==> src/design/zrd_pkg.sv <==
// ----------------------------------------------------------------------------
// zrd_pkg: shared types and helpers for the zero-run decompressor
// Parsing phase codes and nibble decoding used by the decoder logic.
// ----------------------------------------------------------------------------
package zrd_pkg;

	localparam int unsigned ByteW = 8;
	localparam int unsigned NibW  = 4;
	// A word causes at most sixteen words: two zero parts of up to eight bytes.
	localparam int unsigned CntW  = 5;

	typedef enum logic [1:0] {
		PH_OPCODE = 2'd0,
		PH_DATA1  = 2'd1,
		PH_DATA2  = 2'd2
	} phase_t;

	typedef logic [NibW-1:0] nib_t;
	typedef logic [CntW-1:0] cnt_t;

	// Zero bytes a nibble emits: len+1 when its zero flag is set, else none.
	function automatic cnt_t zero_count(input nib_t nib);
		cnt_t n;
		n = '0;
		if (nib[3]) begin
			n = {2'b00, nib[2:0]} + cnt_t'(1);
		end
		return n;
	endfunction

	// Literal bytes a data nibble announces: 8 - len.
	function automatic nib_t literal_count(input nib_t nib);
		return nib_t'(4'd8 - {1'b0, nib[2:0]});
	endfunction

endpackage

==> src/design/zero_run_decompressor.sv <==
// ----------------------------------------------------------------------------
// zero_run_decompressor: streaming zero-run decoder
// Decodes opcode and literal words of a compressed frame into output words.
// ----------------------------------------------------------------------------
// Usage:
//   Input channel (in_valid/in_ready, data_byte, frame_last) takes one
//   compressed word per cycle while in_ready is high. Output channel
//   (out_valid/out_ready, byte_out, run_last, frame_end) delivers one
//   decompressed word per cycle while the receiver does not stall. Each
//   input word causes zero to sixteen output words: a literal word passes
//   through and may be followed by zero fill, an opcode word may expand to
//   zero fill. The decode state is updated in the cycle the word is
//   accepted; the words it causes are queued in a job register and drained
//   into the output register. An input word is taken every cycle as long
//   as each word causes at most one output word and the receiver does not
//   stall; a word causing more holds the input until the single job
//   register, draining one word per cycle, is down to its last word.
//   A word causing no output never occupies the job register.
//   When the receiver stalls, the output register holds its word and the
//   job register stops draining, which in turn holds off the input.
//   Reset returns the decoder to awaiting an opcode and empties both
//   registers.
// ----------------------------------------------------------------------------
module zero_run_decompressor (
	input  logic                        clk,
	input  logic                        arst_n,
	input  logic                        in_valid,
	output logic                        in_ready,
	input  logic [zrd_pkg::ByteW-1:0]   data_byte,
	input  logic                        frame_last,
	output logic                        out_valid,
	input  logic                        out_ready,
	output logic [zrd_pkg::ByteW-1:0]   byte_out,
	output logic                        run_last,
	output logic                        frame_end
);
	import zrd_pkg::*;

	// Decode state.
	phase_t phase_q, phase_d;
	nib_t   lit_left_q, lit_left_d;
	nib_t   sec_nib_q, sec_nib_d;

	// Job register: pending words of the current input word.
	logic                job_valid_s1;
	logic                job_lit_s1;
	logic [ByteW-1:0]    job_byte_s1;
	cnt_t                job_cnt_s1;
	logic                job_last_s1;

	// Output register.
	logic                out_valid_q;
	logic [ByteW-1:0]    byte_q;
	logic                run_last_q;
	logic                frame_end_q;

	logic  accept;
	logic  out_load;
	logic  job_done;
	logic  new_lit;
	cnt_t  new_zeros;
	cnt_t  new_total;

	assign out_load = job_valid_s1 && (!out_valid_q || out_ready);
	assign job_done = out_load && (job_cnt_s1 == cnt_t'(1));
	assign in_ready = !job_valid_s1 || job_done;
	assign accept   = in_valid && in_ready;

	// Next decode state and the words this input causes.
	always_comb begin
		nib_t lo;
		nib_t hi;
		logic done;
		lo        = data_byte[NibW-1:0];
		hi        = data_byte[ByteW-1:NibW];
		phase_d   = phase_q;
		lit_left_d = lit_left_q;
		sec_nib_d = sec_nib_q;
		new_lit   = 1'b0;
		new_zeros = '0;
		done      = 1'b0;
		if (phase_q == PH_DATA1 || phase_q == PH_DATA2) begin
			new_lit    = 1'b1;
			done       = (lit_left_q <= nib_t'(1));
			lit_left_d = done ? '0 : lit_left_q - nib_t'(1);
			if (done || frame_last) begin
				lit_left_d = '0;
				phase_d    = PH_OPCODE;
				if (phase_q == PH_DATA1) begin
					if (sec_nib_q[3]) begin
						new_zeros = zero_count(sec_nib_q);
					end else if (!frame_last) begin
						lit_left_d = literal_count(sec_nib_q);
						phase_d    = PH_DATA2;
					end
				end
			end
		end else begin
			if (lo[3] || frame_last) begin
				// The second part starts right away; a data part is dropped
				// when the frame ends here.
				if (hi[3]) begin
					new_zeros = zero_count(lo) + zero_count(hi);
					phase_d   = PH_OPCODE;
				end else if (frame_last) begin
					new_zeros = zero_count(lo);
					phase_d   = PH_OPCODE;
				end else begin
					new_zeros  = zero_count(lo);
					lit_left_d = literal_count(hi);
					phase_d    = PH_DATA2;
				end
			end else begin
				lit_left_d = literal_count(lo);
				sec_nib_d  = hi;
				phase_d    = PH_DATA1;
			end
		end
		if (frame_last) begin
			phase_d    = PH_OPCODE;
			lit_left_d = '0;
		end
	end

	assign new_total = new_zeros + {{(CntW-1){1'b0}}, new_lit};

	always_ff @(posedge clk or negedge arst_n) begin
		if (!arst_n) begin
			phase_q    <= PH_OPCODE;
			lit_left_q <= '0;
			sec_nib_q  <= '0;
		end else if (accept) begin
			phase_q    <= phase_d;
			lit_left_q <= lit_left_d;
			sec_nib_q  <= sec_nib_d;
		end
	end

	always_ff @(posedge clk or negedge arst_n) begin
		if (!arst_n) begin
			job_valid_s1 <= 1'b0;
		end else if (accept) begin
			job_valid_s1 <= (new_total != '0);
		end else if (job_done) begin
			job_valid_s1 <= 1'b0;
		end
	end

	always_ff @(posedge clk) begin
		if (accept) begin
			job_lit_s1  <= new_lit;
			job_byte_s1 <= data_byte;
			job_cnt_s1  <= new_total;
			job_last_s1 <= frame_last;
		end else if (out_load) begin
			// The literal, if any, always goes out before the zero fill.
			job_lit_s1 <= 1'b0;
			job_cnt_s1 <= job_cnt_s1 - cnt_t'(1);
		end
	end

	always_ff @(posedge clk or negedge arst_n) begin
		if (!arst_n) begin
			out_valid_q <= 1'b0;
		end else if (out_load) begin
			out_valid_q <= 1'b1;
		end else if (out_ready) begin
			out_valid_q <= 1'b0;
		end
	end

	always_ff @(posedge clk) begin
		if (out_load) begin
			byte_q      <= job_lit_s1 ? job_byte_s1 : '0;
			run_last_q  <= (job_cnt_s1 == cnt_t'(1));
			frame_end_q <= (job_cnt_s1 == cnt_t'(1)) && job_last_s1;
		end
	end

	assign out_valid = out_valid_q;
	assign byte_out  = byte_q;
	assign run_last  = run_last_q;
	assign frame_end = frame_end_q;

endmodule
==> config.mk <==
export PLATFORM = sky130hd
export DESIGN_NAME = zero_run_decompressor
export DESIGN_NICKNAME = d
export VERILOG_FILES = /design/src/design/zrd_pkg.sv /design/src/design/zero_run_decompressor.sv
export SDC_FILE = /design/constraint.sdc
export NUM_CORES = 1
export LEC_CHECK = 0
export ABC_AREA = 1
export BUFFER_PORTS_ARGS = -buffer_cell sky130_fd_sc_hd__buf_2
export CORE_MARGIN = 4
export CORE_UTILIZATION = 30
export CTS_CLUSTER_SIZE = 10
export DETAILED_ROUTE_END_ITERATION = 16
export GPL_TIMING_DRIVEN = 0
export PLACE_DENSITY = 0.54
export SLEW_MARGIN = 5
export SYNTH_ARGS = -nofsm -noshare
export SYNTH_HDL_FRONTEND = slang
export SYNTH_SLANG_ARGS = --single-unit
==> constraint.sdc <==
create_clock -name clk -period 2.31 [get_ports clk]
set_clock_uncertainty 0.05 [all_clocks]
set_input_delay 0.1155 -clock clk [delete_from_list [all_inputs] [get_ports clk]]
set_output_delay 0.1155 -clock clk [all_outputs]
set_load 0.01 [all_outputs]
; Word-level counts from Yosys, hierarchy flattened
; Cells that the tools add are included.
[op_classes]
add_sub_neg = 10
order_cmp = 1
n_eq_ne = 5
n_mux = 37
bitwise = 2
reduce_logical = 18
[ops]
columns = cell, n
row1 = 5-bit 2-to-1 mux, 11
row2 = 4-bit 2-to-1 mux, 12
row3 = 2-bit 2-to-1 mux, 7
row4 = 3-bit by 1-bit adder with 4-bit output (second input constant), 3
row5 = 4-bit by 3-bit subtractor with 4-bit output (first input constant), 3
row6 = 1-bit 2-to-1 mux, 7
row7 = 2-bit nonzero test, 3
row8 = 5-bit by 1-bit adder with 5-bit output, 1
row9 = 5-bit adder, 1
row10 = 5-bit by 1-bit equality test with 1-bit output (second input constant), 1
row11 = 1-bit logical OR, 5
row12 = 5-bit nonzero test, 1
row13 = 5-bit by 1-bit subtractor with 5-bit output (second input constant), 1
row14 = 4-bit by 1-bit less-or-equal comparator with 1-bit output (second input constant), 1
row15 = 1-bit logical AND, 4
row16 = 4-bit inequality test (second input constant), 1
row17 = 2-bit AND reduction, 2
row18 = 4-bit by 1-bit subtractor with 4-bit output (second input constant), 1
row19 = 3-bit by 2-bit inequality test with 1-bit output (second input constant), 1
row20 = 3-bit AND reduction, 1
row21 = 2-bit by 1-bit equality test with 1-bit output (second input constant), 1
row22 = 2-bit equality test (second input constant), 1
row23 = 1-bit logical NOT, 2
row24 = 1-bit inverter, 2
[totals]
regBits = 37
in_bits = 13
output_inout_bits = 12
wordCells = 85

; Depth between registers and ports, before layout
[depth]
depth_word = 12
mapped_depth = 18
mapped_depth_nobuf = 18

; Worst setup path before layout
; OpenSTA, ideal clock, no wires.
[synth_timing]
path_type = reg-to-reg
start = register lit_left_q[0]
end = register job_valid_s1
setup_ns = 0.125
t_arrival_ns = 2.148
required_time_ns = 2.135
setup_slack_ns = -0.013
path_stages_with_launch = 17
path_buffers = 0
synth_period_minus_slack_ns = 2.323
cell_sequence = dfrtp_1 inv_1 ha_1 inv_1 nand2_1 nand2_1 nand2_1 inv_1 o311ai_0 ha_1 ha_1 nor2_1 nand3_1 nor2_1 nand2_1 nand2_1 nand2_1
[synth_via]
elab_chain_cells = 7
[synth_rtl]
columns = item, line
row1 = from (decl), zero_run_decompressor.sv:41  ; nib_t lit_left_q, lit_left_d;
row2 = from (signal assigned), zero_run_decompressor.sv:134  ; lit_left_q <= lit_left_d;
row3 = 4-bit by 1-bit less-or-equal comparator with 1-bit output, zero_run_decompressor.sv:84  ; done = (lit_left_q <= nib_t'(1));
row4 = 1-bit logical OR, zero_run_decompressor.sv:86  ; if (done || frame_last) begin
row5 = 4-bit 2-to-1 mux, zero_run_decompressor.sv:86
row6 = 5-bit 2-to-1 mux, zero_run_decompressor.sv:82  ; if (phase_q == PH_DATA1 || phase_q == PH_DATA2) begin
row7 = 5-bit by 1-bit adder with 5-bit output, zero_run_decompressor.sv:125  ; assign new_total = new_zeros + {{(CntW-1){1'b0}}, new_lit};
row8 = 5-bit nonzero test, zero_run_decompressor.sv:143  ; job_valid_s1 <= (new_total != '0);
row9 = 1-bit 2-to-1 mux, zero_run_decompressor.sv:142  ; end else if (accept) begin
row10 = to (signal assigned), zero_run_decompressor.sv:143
row11 = to (decl), zero_run_decompressor.sv:45  ; logic job_valid_s1;
; No other way between the ends.
; A chain may end at the register's enable or synchronous reset.

; Worst setup path in the final report
[layout_timing]
start = register phase_q[0]
end = register job_valid_s1
[layout_via]
elab_cells_between_ends = 10
classes_between = add/sub (1) / eq/ne (2) / mux (5) / reduce/logical (2)
[layout_lines]
columns = item, line
row1 = from (decl), zero_run_decompressor.sv:40  ; phase_t phase_q, phase_d;
row2 = from (signal assigned), zero_run_decompressor.sv:133  ; phase_q <= phase_d;
row3 = 2-bit by 1-bit equality test with 1-bit output or 2-bit equality test (tied branches), zero_run_decompressor.sv:82
row4 = 1-bit logical OR (*), zero_run_decompressor.sv:82
row5 = 1-bit 2-to-1 mux (*), zero_run_decompressor.sv:82
row6 = via new_lit, zero_run_decompressor.sv:60  ; logic new_lit;
row7 = 5-bit by 1-bit adder with 5-bit output (*), zero_run_decompressor.sv:125
row8 = 5-bit nonzero test (*), zero_run_decompressor.sv:143
row9 = 1-bit 2-to-1 mux (*), zero_run_decompressor.sv:142
; The timed path passes the listed nets; every way through them passes the cells marked *.

==> reports/results.tsv <==
metric	value	unit
antenna_found_initial	0	
synthTopCellsByArea	edfxtp_1 (33%), dfrtp_1 (13%), nand2_1 (12%)	
die_w	95.2	um
endpoint_kind	register	
synth_cells	271	
max-slew-margin-rel	41.1	%
placementRows	31	
synth_top_flop_cell	edfxtp_1	
cts_buffer_depth	2	
port_buffers	24	
n_antenna_cell	0	
htree_levels	2	
dr.pass1.iters	4	
async_reset_ff_share	32.4	%
ys_seq_elements	37	
pre_cts_ws	-307	ps
final-seq-area	1050	um2
ys_seq_area_share	46.1	%
worstRegToRegCells	12	
power_leakage	1.36	nW
area_growth	25.7	%
clk_latency	300	ps
ir_drop	0.402	mV
antenna_left	0	
finalSetupTns	0	ps
gr-total-overflow	0	
totalWireLength	5090	um
endpoint	job_valid_s1	
cp-startpoint	phase_q[0]	
cts_tree	done	
dieHeight	95.2	um
worstPathRequired	2440	ps
finalMaxSlewViolations	0	
grt_pass1_vias	1789	
reg2reg_slack	110	ps
r2r-end	job_valid_s1	
power	3.01	mW
multi_input_area	1120	um2
whs_path_depth	4	
drive_above_1_share	23.8	%
reg2reg_from	phase_q[0]	
die_area	9060	um2
synthDistinctLibCells	31	
dp_cells	394	
critPathLaunchType	register	
worst_slack	112	ps
yosysTopAreaCell	edfxtp_1	
min_period	2200	ps
synth_top_area_share	32.9	%
nets	344	
drtIter0Drc	112	
core	7330	um2
initial_core_util	31.1	%
worst_pin_slew	874	ps
drc_errors	0	
gp_congestion	0.855	
grtUsageTotal	12.1	%
syn-num-nets	301	
fin_crit_sh	95.1	%
io_pins	25	
grt_max_degree	19	
clk_pin_slew_worst_paths	80	ps
yosys_warnings	0	
crit_fanout	4	
max_freq	455	MHz
via_count	1878	
finalNonFillerCells	414	
vias_per_cell	4.54	
timing_hold_violations_final	0	
grt_pass1_wl	8320	um
cts_buffers	5	
synth_enable_flop_cells	25	
fill_cells	754	
synth_area	2280	um2
critical_path_class	register to register	
setup_viol	0	
cp_data_arrival_time	2330	ps
worst_hold_path_type	input pin to register	
maxCapViolCount	0	
avgSynthCellArea	8.41	um2
status	finished, final reports clean	
cts_sinks	37	
power_density	1050	nW/um2
dp_hpwl	3710	um
cts_root_buffer	clkbuf_8	
avgRoutedWirePerCell	12.3	um
## sequential cells by signal, summed over array words and instances, names as in the netlist
name          cells
phase_q           2
job_byte_s1       8
job_last_s1       1
job_cnt_s1        5
lit_left_q        4
run_last          1
byte_out          8
out_valid         1
sec_nib_q         4
job_valid_s1      1
frame_end         1
job_lit_s1        1
## layout by cell type, fill, tap and decap left out, drive strengths merged
master and instances:
clkbuf 6, nor4 1, o21ai 24, dfrtp 12, nor2 23, nor3 4, buf 32, nand2 72
o221ai 1, clkinv 1, nand3 15, fa 1, a21oi 4, o22ai 5, edfxtp 25, ha 16
o311ai 1, inv 53, bufinv 2, xor2 3, nand4 2, a31oi 2, o211ai 1, dlygate4sd3 5
a211oi 1, xnor2 3
## repair_timing
action | in CTS | in global routing
setup buffers | 7 | 0
hold endpoints to repair | 14 | 2
hold buffers | 3 | 2
setup endpoints to repair | 5 | 5
pin swaps | 4 | 8
gates resized for setup | 9 | 16
## cell usage after synthesis, drive strengths merged, types with 2 or more instances
| master | count |
|---|---|
| nand2 | 72 |
| inv | 52 |
| edfxtp | 25 |
| o21ai | 24 |
| nor2 | 23 |
| ha | 16 |
| nand3 | 15 |
| dfrtp | 12 |
| o22ai | 5 |
| a21oi | 4 |
| nor3 | 4 |
| xnor2 | 3 |
| xor2 | 3 |
| a31oi | 2 |
| nand4 | 2 |
## layer usage
layer,track usage [%],up-vias,part of all wire [%]
met5,0,-,0
met4,4.57,0,2.9
met3,2.29,14,4.5
met2,20.3,47,48
met1,15.3,850,45
li1,-,967,-
## worst max-delay path: stages, from the launching register on
cell and delay [ps]:
dfrtp_1 420, ha_4 270, inv_2 110, nand3_4 100, o311ai_4 270, ha_2 240, ha_4 200, nor2_2 70
nand3_1 80, nor2_2 120, nand2_1 60, nand2_1 50, nand2_1 50
## cell families after synthesis
| group | after synthesis | synth area share [%] |
|---|---|---|
| adder cells (fa/ha/maj) | 17 | 9.66 |
| XOR/XNOR | 6 | 2.31 |
| AND/OR/NAND/NOR | 117 | 22.3 |
| AO/OA/AOI/OAI | 39 | 10.5 |
| buffers and inverters | 55 | 9.17 |
| flip-flops | 37 | 46.1 |
## layout make-up
type | count | area share (%)
flip-flops and latches | 37 | 36.7
well taps | 99 | 4.32
multi-input cells | 179 | 39.1
plain buffers | 2 | 0.306
repair buffers | 36 | 7.77
clock inverters | 3 | 2.40
clock buffers | 5 | 2.40
inverters | 53 | 7.07
## how the worst min path moves through the flow
stage | start | end | slack, ps
floorplan | arst_n | job_valid_s1 | -230
global route | frame_last | job_last_s1 | 30
global placement | arst_n | lit_left_q[0] | -20
CTS | data_byte[4] | job_byte_s1[4] | 6
detailed placement | arst_n | lit_left_q[0] | -20
finish | out_ready | out_valid | 10
## where the power goes
part	switching [mW]	internal (mW)	leakage (nW)
sequential	0.120	0.931	0.393
clock	0.254	0.435	0.0687
combinational	0.750	0.521	0.895
## stage by stage
| stage | utilization, % | area (um2) | hold WS [ps] |
|---|---|---|---|
| finish | 39.1 | 2870 | 13.3 |
| global route | 39.1 | 2870 | 25.6 |
| CTS | 38.0 | 2790 | 5.55 |
| detailed placement | 34.5 | 2530 | -20.3 |
| global placement | 34.5 | 2530 | -18.8 |
| floorplan | - | 2280 | -230 |
Power figures use the tool's default switching activity.
